### config.mk
export PLATFORM = sky130hd
export DESIGN_NAME = sine_tone_generator
export DESIGN_NICKNAME = d
export VERILOG_FILES = /design/src/hw/rtl/stg_pkg.sv /design/src/hw/rtl/sine_tone_generator.sv /design/src/hw/rtl/stg_ctrl.sv /design/src/hw/rtl/stg_datapath.sv
export SDC_FILE = /design/constraint.sdc
export NUM_CORES = 2
export LEC_CHECK = 0
export ABC_CLOCK_PERIOD_IN_PS = 8800
export BUFFER_PORTS_ARGS = -buffer_cell sky130_fd_sc_hd__buf_2
export CAP_MARGIN = 20
export CORE_UTILIZATION = 55
export CTS_CLUSTER_SIZE = 10
export DETAILED_ROUTE_END_ITERATION = 8
export PLACE_DENSITY = 0.69
export SLEW_MARGIN = 20
export SYNTH_ARGS = -nofsm -noshare
export SYNTH_HDL_FRONTEND = slang
export SYNTH_SLANG_ARGS = --single-unit
### constraint.sdc
create_clock -name clk -period 8.8 [get_ports clk]
set_clock_uncertainty 0.05 [all_clocks]
set_input_delay 0 -clock clk [delete_from_list [all_inputs] [get_ports clk]]
set_output_delay 0 -clock clk [all_outputs]
set_load 0.005 [all_outputs]
### src/hw/rtl/stg_pkg.sv
// Shared constants, types and the arctangent table of the sine tone generator.
`default_nettype none

package stg_pkg;

  localparam int SAMPLE_BITS  = 16;
  localparam int CORDIC_STEPS = 16;
  localparam int RATE_BITS    = 20;
  localparam int TURN_BITS    = 32;
  localparam int TABLE_LEN    = 24;
  localparam int FRAC_BITS    = 30;

  localparam int CNT_W      = $clog2(TURN_BITS);
  localparam int XY_W       = FRAC_BITS + 4;
  localparam int Z_W        = TURN_BITS;
  localparam int PROD_W     = XY_W + SAMPLE_BITS - 1;
  localparam int Q_W        = PROD_W + 1 - FRAC_BITS;
  localparam int CFG_IDX_W  = 1;
  localparam int IN_DATA_W  = 8;
  localparam int OUT_DATA_W = ((SAMPLE_BITS + 7) / 8) * 8;

  localparam logic [CFG_IDX_W-1:0] CFG_TONE = CFG_IDX_W'(0);
  localparam logic [CFG_IDX_W-1:0] CFG_RATE = CFG_IDX_W'(1);

  localparam logic [RATE_BITS-1:0] TONE_RESET = RATE_BITS'(440);
  localparam logic [RATE_BITS-1:0] RATE_RESET = RATE_BITS'(48000);

  localparam logic [CNT_W-1:0] LAST_MOD = CNT_W'(RATE_BITS - 1);
  localparam logic [CNT_W-1:0] LAST_DIV = CNT_W'(TURN_BITS - 1);
  localparam logic [CNT_W-1:0] LAST_ROT = CNT_W'(CORDIC_STEPS - 1);

  localparam logic signed [XY_W-1:0] GAIN_Q30   = XY_W'(652032875);
  localparam logic [SAMPLE_BITS-1:0] FULL_SCALE = {1'b0, {(SAMPLE_BITS - 1){1'b1}}};
  localparam logic [PROD_W-1:0]      HALF_LSB   = PROD_W'(1) << (FRAC_BITS - 1);

  typedef enum logic [1:0] {
    SRC_TONE  = 2'd0,
    SRC_STEP  = 2'd1,
    SRC_PHASE = 2'd2
  } div_src_t;

  typedef struct packed {
    logic             flag_load;
    logic             div_load;
    div_src_t         div_src;
    logic             div_step;
    logic             step_wr;
    logic             phase_clear;
    logic             phase_wr;
    logic             turn_load;
    logic             cordic_load;
    logic             cordic_step;
    logic [CNT_W-1:0] idx;
    logic             fold;
    logic             mult;
    logic             out_load;
  } cmd_t;

  typedef struct packed {
    logic step_lt;
    logic phase_lt;
    logic out_free;
  } stat_t;

  // Arctangent of 2^-i in units of 2^-32 turn.
  function automatic logic [Z_W-1:0] atan_turn(input logic [CNT_W-1:0] i);
    logic [Z_W-1:0] v;
    case (i)
      5'd0:    v = 32'h20000000;
      5'd1:    v = 32'h12E4051E;
      5'd2:    v = 32'h09FB385B;
      5'd3:    v = 32'h051111D4;
      5'd4:    v = 32'h028B0D43;
      5'd5:    v = 32'h0145D7E1;
      5'd6:    v = 32'h00A2F61E;
      5'd7:    v = 32'h00517C55;
      5'd8:    v = 32'h0028BE53;
      5'd9:    v = 32'h00145F2F;
      5'd10:   v = 32'h000A2F98;
      5'd11:   v = 32'h000517CC;
      5'd12:   v = 32'h00028BE6;
      5'd13:   v = 32'h000145F3;
      5'd14:   v = 32'h0000A2FA;
      5'd15:   v = 32'h0000517D;
      5'd16:   v = 32'h000028BE;
      5'd17:   v = 32'h0000145F;
      5'd18:   v = 32'h00000A30;
      5'd19:   v = 32'h00000518;
      5'd20:   v = 32'h0000028C;
      5'd21:   v = 32'h00000146;
      5'd22:   v = 32'h000000A3;
      5'd23:   v = 32'h00000051;
      default: v = '0;
    endcase
    return v;
  endfunction

endpackage

`default_nettype wire

### src/hw/rtl/sine_tone_generator.sv
// Top level of the sine tone generator: ports, sequencer and datapath.
//
//   Channel   Direction  Payload
//   cfg       in         cfg_index selects tone_frequency (0) or sample_rate (1)
//   s_axis    in         tdata[0] restart, tlast last_sample
//   m_axis    out        tdata[15:0] sample_value, tlast run_end
//
// A request goes from acceptance to the result register through the 32-step
// serial divide of the phase by the rate and the 16 CORDIC iterations;
// the next request can be taken in the cycle after the result is loaded.
// A restart or a step at or above a newly written rate adds the 20-step
// reduction by the rate, and a phase at or above it adds another such reduction.
// Reset is synchronous; the sequencer holds at the end only while the result register is full and not being taken.
`default_nettype none

module sine_tone_generator
  import stg_pkg::*;
(
  input  logic                   clk,
  input  logic                   rst,
  input  logic                   cfg_we,
  input  logic [CFG_IDX_W-1:0]   cfg_index,
  input  logic [RATE_BITS-1:0]   cfg_data,
  input  logic                   s_axis_tvalid,
  output logic                   s_axis_tready,
  input  logic [IN_DATA_W-1:0]   s_axis_tdata,   // [0] restart, rest zero
  input  logic                   s_axis_tlast,
  output logic                   m_axis_tvalid,
  input  logic                   m_axis_tready,
  output logic [OUT_DATA_W-1:0]  m_axis_tdata,   // [15:0] sample_value
  output logic                   m_axis_tlast
);

  cmd_t                          cmd;
  stat_t                         status;
  logic signed [SAMPLE_BITS-1:0] sample_value;

  stg_ctrl u_ctrl (
    .clk      (clk),
    .rst      (rst),
    .in_valid (s_axis_tvalid),
    .restart  (s_axis_tdata[0]),
    .in_ready (s_axis_tready),
    .status   (status),
    .cmd      (cmd)
  );

  stg_datapath u_datapath (
    .clk          (clk),
    .rst          (rst),
    .cfg_we       (cfg_we),
    .cfg_index    (cfg_index),
    .cfg_data     (cfg_data),
    .last_sample  (s_axis_tlast),
    .out_ready    (m_axis_tready),
    .cmd          (cmd),
    .status       (status),
    .out_valid    (m_axis_tvalid),
    .sample_value (sample_value),
    .run_end      (m_axis_tlast)
  );

  assign m_axis_tdata = OUT_DATA_W'($unsigned(sample_value));

`ifndef ASSERT_OFF
  a_phase_reduced: assert property (@(posedge clk) disable iff (rst)
    cmd.turn_load |-> status.phase_lt)
    else $error("phase not reduced below the rate before the divide");

  a_phase_write_once: assert property (@(posedge clk) disable iff (rst)
    $onehot0({cmd.phase_clear, cmd.phase_wr, cmd.turn_load}))
    else $error("more than one phase update in one cycle");

  a_out_slot: assert property (@(posedge clk) disable iff (rst)
    cmd.out_load |-> status.out_free)
    else $error("result written while the output register is full");

  a_idle_quiet: assert property (@(posedge clk) disable iff (rst)
    s_axis_tready |-> !(cmd.div_step || cmd.cordic_step || cmd.out_load))
    else $error("datapath busy while a new request is taken");
`endif

endmodule

`default_nettype wire

### src/hw/rtl/stg_ctrl.sv
// Sequencer of the sine tone generator: walks one request through reduce, divide, rotate, fold, multiply and round.
`default_nettype none

module stg_ctrl
  import stg_pkg::*;
(
  input  logic  clk,
  input  logic  rst,
  input  logic  in_valid,
  input  logic  restart,
  output logic  in_ready,
  input  stat_t status,
  output cmd_t  cmd
);

  typedef enum logic [11:0] {
    ST_IDLE      = 12'b000000000001,
    ST_STEP_MOD  = 12'b000000000010,
    ST_STEP_WR   = 12'b000000000100,
    ST_PHASE_CHK = 12'b000000001000,
    ST_PHASE_MOD = 12'b000000010000,
    ST_PHASE_WR  = 12'b000000100000,
    ST_TURN_DIV  = 12'b000001000000,
    ST_ROT_LOAD  = 12'b000010000000,
    ST_ROTATE    = 12'b000100000000,
    ST_FOLD      = 12'b001000000000,
    ST_MULT      = 12'b010000000000,
    ST_ROUND     = 12'b100000000000
  } state_t;

  state_t           state, state_next;
  logic [CNT_W-1:0] cnt, cnt_next;

  always_ff @(posedge clk) begin
    if (rst) begin
      state <= ST_IDLE;
      cnt   <= '0;
    end else begin
      state <= state_next;
      cnt   <= cnt_next;
    end
  end

  assign in_ready = (state == ST_IDLE);

  always_comb begin
    state_next = state;
    cnt_next   = cnt;
    cmd        = '0;
    cmd.idx    = cnt;
    unique case (state)
      ST_IDLE: begin
        if (in_valid) begin
          cmd.flag_load = 1'b1;
          cnt_next      = '0;
          if (restart) begin
            cmd.phase_clear = 1'b1;
            cmd.div_load    = 1'b1;
            cmd.div_src     = SRC_TONE;
            state_next      = ST_STEP_MOD;
          end else if (!status.step_lt) begin
            cmd.div_load = 1'b1;
            cmd.div_src  = SRC_STEP;
            state_next   = ST_STEP_MOD;
          end else begin
            state_next = ST_PHASE_CHK;
          end
        end
      end
      ST_STEP_MOD: begin
        cmd.div_step = 1'b1;
        cnt_next     = cnt + CNT_W'(1);
        if (cnt == LAST_MOD) begin
          state_next = ST_STEP_WR;
        end
      end
      ST_STEP_WR: begin
        cmd.step_wr = 1'b1;
        state_next  = ST_PHASE_CHK;
      end
      ST_PHASE_CHK: begin
        cnt_next = '0;
        if (status.phase_lt) begin
          cmd.turn_load = 1'b1;
          state_next    = ST_TURN_DIV;
        end else begin
          cmd.div_load = 1'b1;
          cmd.div_src  = SRC_PHASE;
          state_next   = ST_PHASE_MOD;
        end
      end
      ST_PHASE_MOD: begin
        cmd.div_step = 1'b1;
        cnt_next     = cnt + CNT_W'(1);
        if (cnt == LAST_MOD) begin
          state_next = ST_PHASE_WR;
        end
      end
      ST_PHASE_WR: begin
        cmd.phase_wr = 1'b1;
        state_next   = ST_PHASE_CHK;
      end
      ST_TURN_DIV: begin
        cmd.div_step = 1'b1;
        cnt_next     = cnt + CNT_W'(1);
        if (cnt == LAST_DIV) begin
          state_next = ST_ROT_LOAD;
        end
      end
      ST_ROT_LOAD: begin
        cmd.cordic_load = 1'b1;
        cnt_next        = '0;
        state_next      = ST_ROTATE;
      end
      ST_ROTATE: begin
        cmd.cordic_step = 1'b1;
        cnt_next        = cnt + CNT_W'(1);
        if (cnt == LAST_ROT) begin
          state_next = ST_FOLD;
        end
      end
      ST_FOLD: begin
        cmd.fold   = 1'b1;
        state_next = ST_MULT;
      end
      ST_MULT: begin
        cmd.mult   = 1'b1;
        state_next = ST_ROUND;
      end
      ST_ROUND: begin
        if (status.out_free) begin
          cmd.out_load = 1'b1;
          state_next   = ST_IDLE;
        end
      end
      default: state_next = ST_IDLE;
    endcase
  end

endmodule

`default_nettype wire

### src/hw/rtl/stg_datapath.sv
// Datapath of the sine tone generator: registers, phase, serial divider, CORDIC and output.
`default_nettype none

module stg_datapath
  import stg_pkg::*;
(
  input  logic                          clk,
  input  logic                          rst,
  input  logic                          cfg_we,
  input  logic [CFG_IDX_W-1:0]          cfg_index,
  input  logic [RATE_BITS-1:0]          cfg_data,
  input  logic                          last_sample,
  input  logic                          out_ready,
  input  cmd_t                          cmd,
  output stat_t                         status,
  output logic                          out_valid,
  output logic signed [SAMPLE_BITS-1:0] sample_value,
  output logic                          run_end
);

  logic [RATE_BITS-1:0]          tone_frequency;
  logic [RATE_BITS-1:0]          sample_rate;
  logic [RATE_BITS-1:0]          phase_count;
  logic [RATE_BITS-1:0]          phase_step;
  logic [RATE_BITS-1:0]          step_red;
  logic                          step_only;
  logic [RATE_BITS-1:0]          rem;
  logic [TURN_BITS-1:0]          num;
  logic signed [XY_W-1:0]        x, y;
  logic signed [Z_W-1:0]         z;
  logic [1:0]                    quad;
  logic [XY_W-1:0]               mag;
  logic                          neg;
  logic [PROD_W-1:0]             prod;
  logic                          run_flag;

  logic [RATE_BITS-1:0]          sr_eff;
  logic [RATE_BITS-1:0]          div_src_val;
  logic [RATE_BITS:0]            trial;
  logic                          trial_ge;
  logic [RATE_BITS-1:0]          rem_next;
  logic [RATE_BITS-1:0]          step_use;
  logic [RATE_BITS:0]            phase_sum;
  logic [RATE_BITS-1:0]          phase_next;
  logic signed [XY_W-1:0]        dx, dy;
  logic signed [Z_W-1:0]         dz;
  logic signed [XY_W-1:0]        folded;
  logic [PROD_W:0]               rsum;
  logic [Q_W-1:0]                q;
  logic [SAMPLE_BITS-1:0]        q_sat;

  assign sr_eff = (sample_rate == '0) ? RATE_BITS'(1) : sample_rate;

  assign status.step_lt  = phase_step < sr_eff;
  assign status.phase_lt = phase_count < sr_eff;
  assign status.out_free = !out_valid || out_ready;

  always_ff @(posedge clk) begin
    if (rst) begin
      tone_frequency <= TONE_RESET;
      sample_rate    <= RATE_RESET;
    end else if (cfg_we) begin
      if (cfg_index == CFG_TONE) begin
        tone_frequency <= cfg_data;
      end else if (cfg_index == CFG_RATE) begin
        sample_rate <= cfg_data;
      end
    end
  end

  always_comb begin
    unique case (cmd.div_src)
      SRC_TONE:  div_src_val = tone_frequency;
      SRC_STEP:  div_src_val = phase_step;
      SRC_PHASE: div_src_val = phase_count;
      default:   div_src_val = '0;
    endcase
  end

  // One restoring step: shift in the next numerator bit, subtract the rate if it fits.
  assign trial    = {rem, num[TURN_BITS-1]};
  assign trial_ge = trial >= {1'b0, sr_eff};
  assign rem_next = trial_ge ? RATE_BITS'(trial - {1'b0, sr_eff}) : trial[RATE_BITS-1:0];

  // The stored step stays as loaded at restart; a step at or above the rate is
  // reduced into a separate register for the current request only.
  assign step_use   = status.step_lt ? phase_step : step_red;
  assign phase_sum  = {1'b0, phase_count} + {1'b0, step_use};
  assign phase_next = (phase_sum >= {1'b0, sr_eff}) ?
                      RATE_BITS'(phase_sum - {1'b0, sr_eff}) : phase_sum[RATE_BITS-1:0];

  always_ff @(posedge clk) begin
    if (rst) begin
      phase_count <= '0;
      phase_step  <= '0;
      step_red    <= '0;
    end else begin
      if (cmd.phase_clear) begin
        phase_count <= '0;
      end else if (cmd.phase_wr) begin
        phase_count <= rem;
      end else if (cmd.turn_load) begin
        phase_count <= phase_next;
      end
      if (cmd.step_wr) begin
        if (step_only) begin
          step_red <= rem;
        end else begin
          phase_step <= rem;
        end
      end
    end
  end

  always_ff @(posedge clk) begin
    if (cmd.div_load) begin
      rem       <= '0;
      num       <= {div_src_val, {(TURN_BITS - RATE_BITS){1'b0}}};
      step_only <= (cmd.div_src == SRC_STEP);
    end else if (cmd.turn_load) begin
      rem <= phase_count;
      num <= '0;
    end else if (cmd.div_step) begin
      rem <= rem_next;
      num <= {num[TURN_BITS-2:0], trial_ge};
    end
  end

  assign dx = y >>> cmd.idx;
  assign dy = x >>> cmd.idx;
  assign dz = $signed(atan_turn(cmd.idx));

  always_ff @(posedge clk) begin
    if (cmd.cordic_load) begin
      quad <= num[TURN_BITS-1 -: 2];
      z    <= $signed({2'b00, num[TURN_BITS-3:0]});
      x    <= GAIN_Q30;
      y    <= '0;
    end else if (cmd.cordic_step) begin
      if (!z[Z_W-1]) begin
        x <= x - dx;
        y <= y + dy;
        z <= z - dz;
      end else begin
        x <= x + dx;
        y <= y - dy;
        z <= z + dz;
      end
    end
  end

  always_comb begin
    unique case (quad)
      2'd0: folded = y;
      2'd1: folded = x;
      2'd2: folded = -y;
      2'd3: folded = -x;
      default: folded = y;
    endcase
  end

  assign rsum  = {1'b0, prod} + {1'b0, HALF_LSB};
  assign q     = rsum[PROD_W:FRAC_BITS];
  assign q_sat = (q > Q_W'(FULL_SCALE)) ? FULL_SCALE : q[SAMPLE_BITS-1:0];

  always_ff @(posedge clk) begin
    if (cmd.flag_load) begin
      run_flag <= last_sample;
    end
    if (cmd.fold) begin
      neg <= folded[XY_W-1];
      mag <= folded[XY_W-1] ? XY_W'(-folded) : XY_W'(folded);
    end
    if (cmd.mult) begin
      prod <= PROD_W'(mag) * PROD_W'(FULL_SCALE);
    end
    if (cmd.out_load) begin
      sample_value <= neg ? $signed(-q_sat) : $signed(q_sat);
      run_end      <= run_flag;
    end
  end

  always_ff @(posedge clk) begin
    if (rst) begin
      out_valid <= 1'b0;
    end else if (cmd.out_load) begin
      out_valid <= 1'b1;
    end else if (out_ready) begin
      out_valid <= 1'b0;
    end
  end

endmodule

`default_nettype wire

==> results.md <==
* Status: finished, final reports clean
* Maxcap violations at 0
* First-pass GRT wire length at 196,000 um
* DP Area at 0.0420 mm2
* Highest fanout seen on the critical path at 10
* Final Setup Violations at 0
* Setup TNS at 0 ps
* CTS sink count at 376
* Slew Limit Fails at 0
* HP Class: in2reg
* Synth warn at 0
* Syn nets at 5,315
* Total GRT Usage at 0.331
* Leak Pwr at 18.9 nW
* Sequential area share after synthesis at 0.213
* Final Total Pwr at 4.48 mW
* Ys flop type: dfxtp_1
* Peak Freq at 124 MHz
* TritonCTS buffer count at 48
* Initial DRC count at 4,412
* Maximum VDD drop at 0.156 mV
* Worst-case clock buffer depth at 3
* Worst r2r src: u_datapath.sample_rate[13]$_SDFFE_PP1P_
* Cell count along the critical path at 32
* Worst EP required at 9260 ps
* Core Util, Final at 0.590
* Delay-heaviest family, CP: compound AO/OA/AOI/OAI gates
* Arrival @ worst endpoint at 8500 ps
* Share of cells above drive strength 1 at 0.0777
* Relative slew slack at 0.275
* Final WS setup at 762 ps
* Non-Filler Instances at 5,641
* Vias/cell at 6.37
* Post-synth cell types at 102
* Critical path's slowest cell: a21oi_2
* Final wirelength at 126,000 um
* R2R setup slack at 760 ps
* Residual DRC count at 0
* CTS HTree Levels at 2
* Worst R2R End: u_datapath.phase_count[2]$_SDFFE_PP0P_
* CP Launch Point: u_datapath.sample_rate[13]$_SDFFE_PP1P_
* Initial DRT Pass Iterations at 6
* Min Tclk post-route at 8040 ps
* Synth-to-layout area growth at 6.33%
* Post-Syn Instances at 4,706
* Die W at 276 um
* Worst hold slack at 66.4 ps
* CP Capture Type: register
* Initial core utilization at 0.555
* RSZ-0062 raised after global routing: false
* Die height at 276 um
* Syn_area_per_cell at 8.76 um2
* Post-Place Cells at 5,527
* Global route overflow at 0
* Total count of hold-check failures in the final report at 0
* Synth async-reset ratio at 0
* Core area at 0.0743 mm2
* Largest net degree at the start of global routing at 62
* Pwr Density at 102 mW/mm2
* Slowest stage delay, CP at 600 ps
* Clock-pin slew on the worst setup and hold paths at 60 ps
* CP startpoint kind: register
* Post-synth EDFFs at 126
* Die ar. at 0.0761 mm2
* Drt wl/cell at 22.3 um
* CTS root buffer: clkbuf_16
* Buf+Inv Stages, Crit Path at 4
* Netlist Area Pre-Place at 0.0412 mm2
* Post-cts gate resize count at 0
* Row count at 100
* Initial antenna violation count at 2
* Worst Tran Pin Value at 1080 ps
* FF/Latch Area at 0.00880 mm2
* FF-to-FF path depth at 32
* Synth Register Bits at 376
* DR vias at 35,909
* Hpwl dp at 96,900 um
* CTS tree: built
* Critical path's most frequent cell: a21o_1
* Gp weighted congestion at 1.03
* DRT antenna net count at 0
* IO Pins at 54
* CP Class: reg2reg
* Worst Setup EP: u_datapath.phase_count[2]$_SDFFE_PP0P_
* Pre-CTS setup slack at 878 ps
* Multi-input gate area at 0.0301 mm2
* Worst skew pair latency at 640 ps
* Port-buffer cells at 46
* FILL cells at 6,691
* Number of global-route vias before repair at 34,664
* N_diodes at 0
* # nets final at 5,247
* Period utilization at 0.913
* Design area at 0.0438 mm2
==> report_power, final <==
part	leakage (nW)	switching, mW	internal, mW
logic	15.0	0.394	0.258
registers	3.17	0.0693	1.83
clock network	0.733	0.844	1.08
==> cell families (layout without fill, tap and decap cells) <==
| logic type | after synthesis | count (layout) | synth area share |
|---|---|---|---|
| flops | 376 | 376 | 0.213 |
| compound gates | 1224 | 1224 | 0.191 |
| xor+xnor | 350 | 350 | 0.0744 |
| buf+inv | 589 | 555 | 0.0590 |
| simple gates | 1347 | 1347 | 0.153 |
| fa+ha+maj | 574 | 574 | 0.222 |
| mux | 246 | 246 | 0.0883 |
==> cell usage after synthesis, types with 22 or more instances <==
master | count | area share
a21oi_1 | 394 | 0.048
nand2b_1 | 42 | 0.0064
edfxtp_1 | 126 | 0.092
o21bai_1 | 23 | 0.0042
nor2_1 | 298 | 0.027
nor4_1 | 28 | 0.0042
xnor2_1 | 182 | 0.039
mux4_2 | 71 | 0.039
o221ai_1 | 27 | 0.0057
fa_1 | 260 | 0.13
clkbuf_1 | 175 | 0.016
nor3_1 | 69 | 0.0084
nand3_1 | 61 | 0.0074
a21o_1 | 114 | 0.021
a31oi_1 | 44 | 0.0067
mux2i_1 | 113 | 0.027
ha_1 | 314 | 0.095
nor2b_1 | 44 | 0.0067
and2_1 | 40 | 0.0061
inv_1 | 331 | 0.030
o21a_1 | 36 | 0.0066
nand2_1 | 560 | 0.051
mux2_2 | 47 | 0.013
xor2_1 | 168 | 0.036
o41ai_1 | 24 | 0.0051
nand4_1 | 34 | 0.0052
buf_1 | 28 | 0.0025
and3_1 | 37 | 0.0056
a22oi_1 | 49 | 0.0089
o31ai_1 | 37 | 0.0067
or3_1 | 26 | 0.0039
a211oi_1 | 32 | 0.0058
a21boi_0 | 22 | 0.0040
dfxtp_1 | 250 | 0.12
o21ai_0 | 241 | 0.029
==> layer usage <==
layer  vias up  global-route usage  part of all wire
met3       307              0.0648              0.10
met2      1712               0.486              0.42
li1      16680                   -                 -
met5         -                   0           0.00018
met1     17206               0.479              0.44
met4         4               0.130             0.040
==> worst register-to-register path: cells and delay by family, from the launching register on <==
| family | cells | cell delay, ps |
|---|---|---|
| AO/OA/AOI/OAI | 16 | 3710 |
| XOR/XNOR | 1 | 240 |
| adder cells (fa/ha/maj) | 4 | 1190 |
| buffers and inverters | 4 | 620 |
| flip-flops | 1 | 360 |
| multiplexers | 2 | 540 |
| AND/OR/NAND/NOR | 5 | 1180 |
==> layout make-up <==
type | count | area share
clock buffers | 71 | 0.0312
clock inverters | 13 | 0.00331
inverters | 336 | 0.0288
multi-input cells | 3741 | 0.686
flip-flops and latches | 376 | 0.201
well taps | 969 | 0.0277
repair buffers | 135 | 0.0223
==> layout by cell type (no fill, tap or decap), types with 49 or more instances in the layout <==
master,count
nand3_1,60
a21oi_1,392
mux2i_1,113
o21ai_0,240
nor3_1,68
ha_1,314
fa_1,260
mux4_2,71
xnor2_1,182
xor2_1,168
nand2_1,559
a21o_1,114
buf_4,60
dfxtp_1,244
inv_1,330
a22oi_1,49
edfxtp_1,126
nor2_1,295
==> worst min-delay path by stage <==
stage                             from                             to  slack (ps)  depth (start not counted)
after global routing      s_axis_tlast  u_datapath.run_flag$_DFFE_PP_          40                          2
final                     s_axis_tlast  u_datapath.run_flag$_DFFE_PP_          70                          2
after floorplan           s_axis_tlast  u_datapath.run_flag$_DFFE_PP_          50                          0
after detailed placement  s_axis_tlast  u_datapath.run_flag$_DFFE_PP_         140                          1
after CTS                 s_axis_tlast  u_datapath.run_flag$_DFFE_PP_          30                          2
after global placement    s_axis_tlast  u_datapath.run_flag$_DFFE_PP_         130                          1
==> what timing repair did <==
item / in CTS / in global routing
hold buffers: 30 / 0
hold endpoints to repair: 66 / 0
setup buffers: 0 / 0
==> state kept, by name, summed over array words and instances, names as in the netlist, 30 cells and up <==
signal          cells
u_datapath.mag     34
u_datapath.num     32
u_datapath.y       34
u_datapath.x       34
u_datapath.z       32
u_datapath.dz      30
Power figures use the tool's default switching activity.
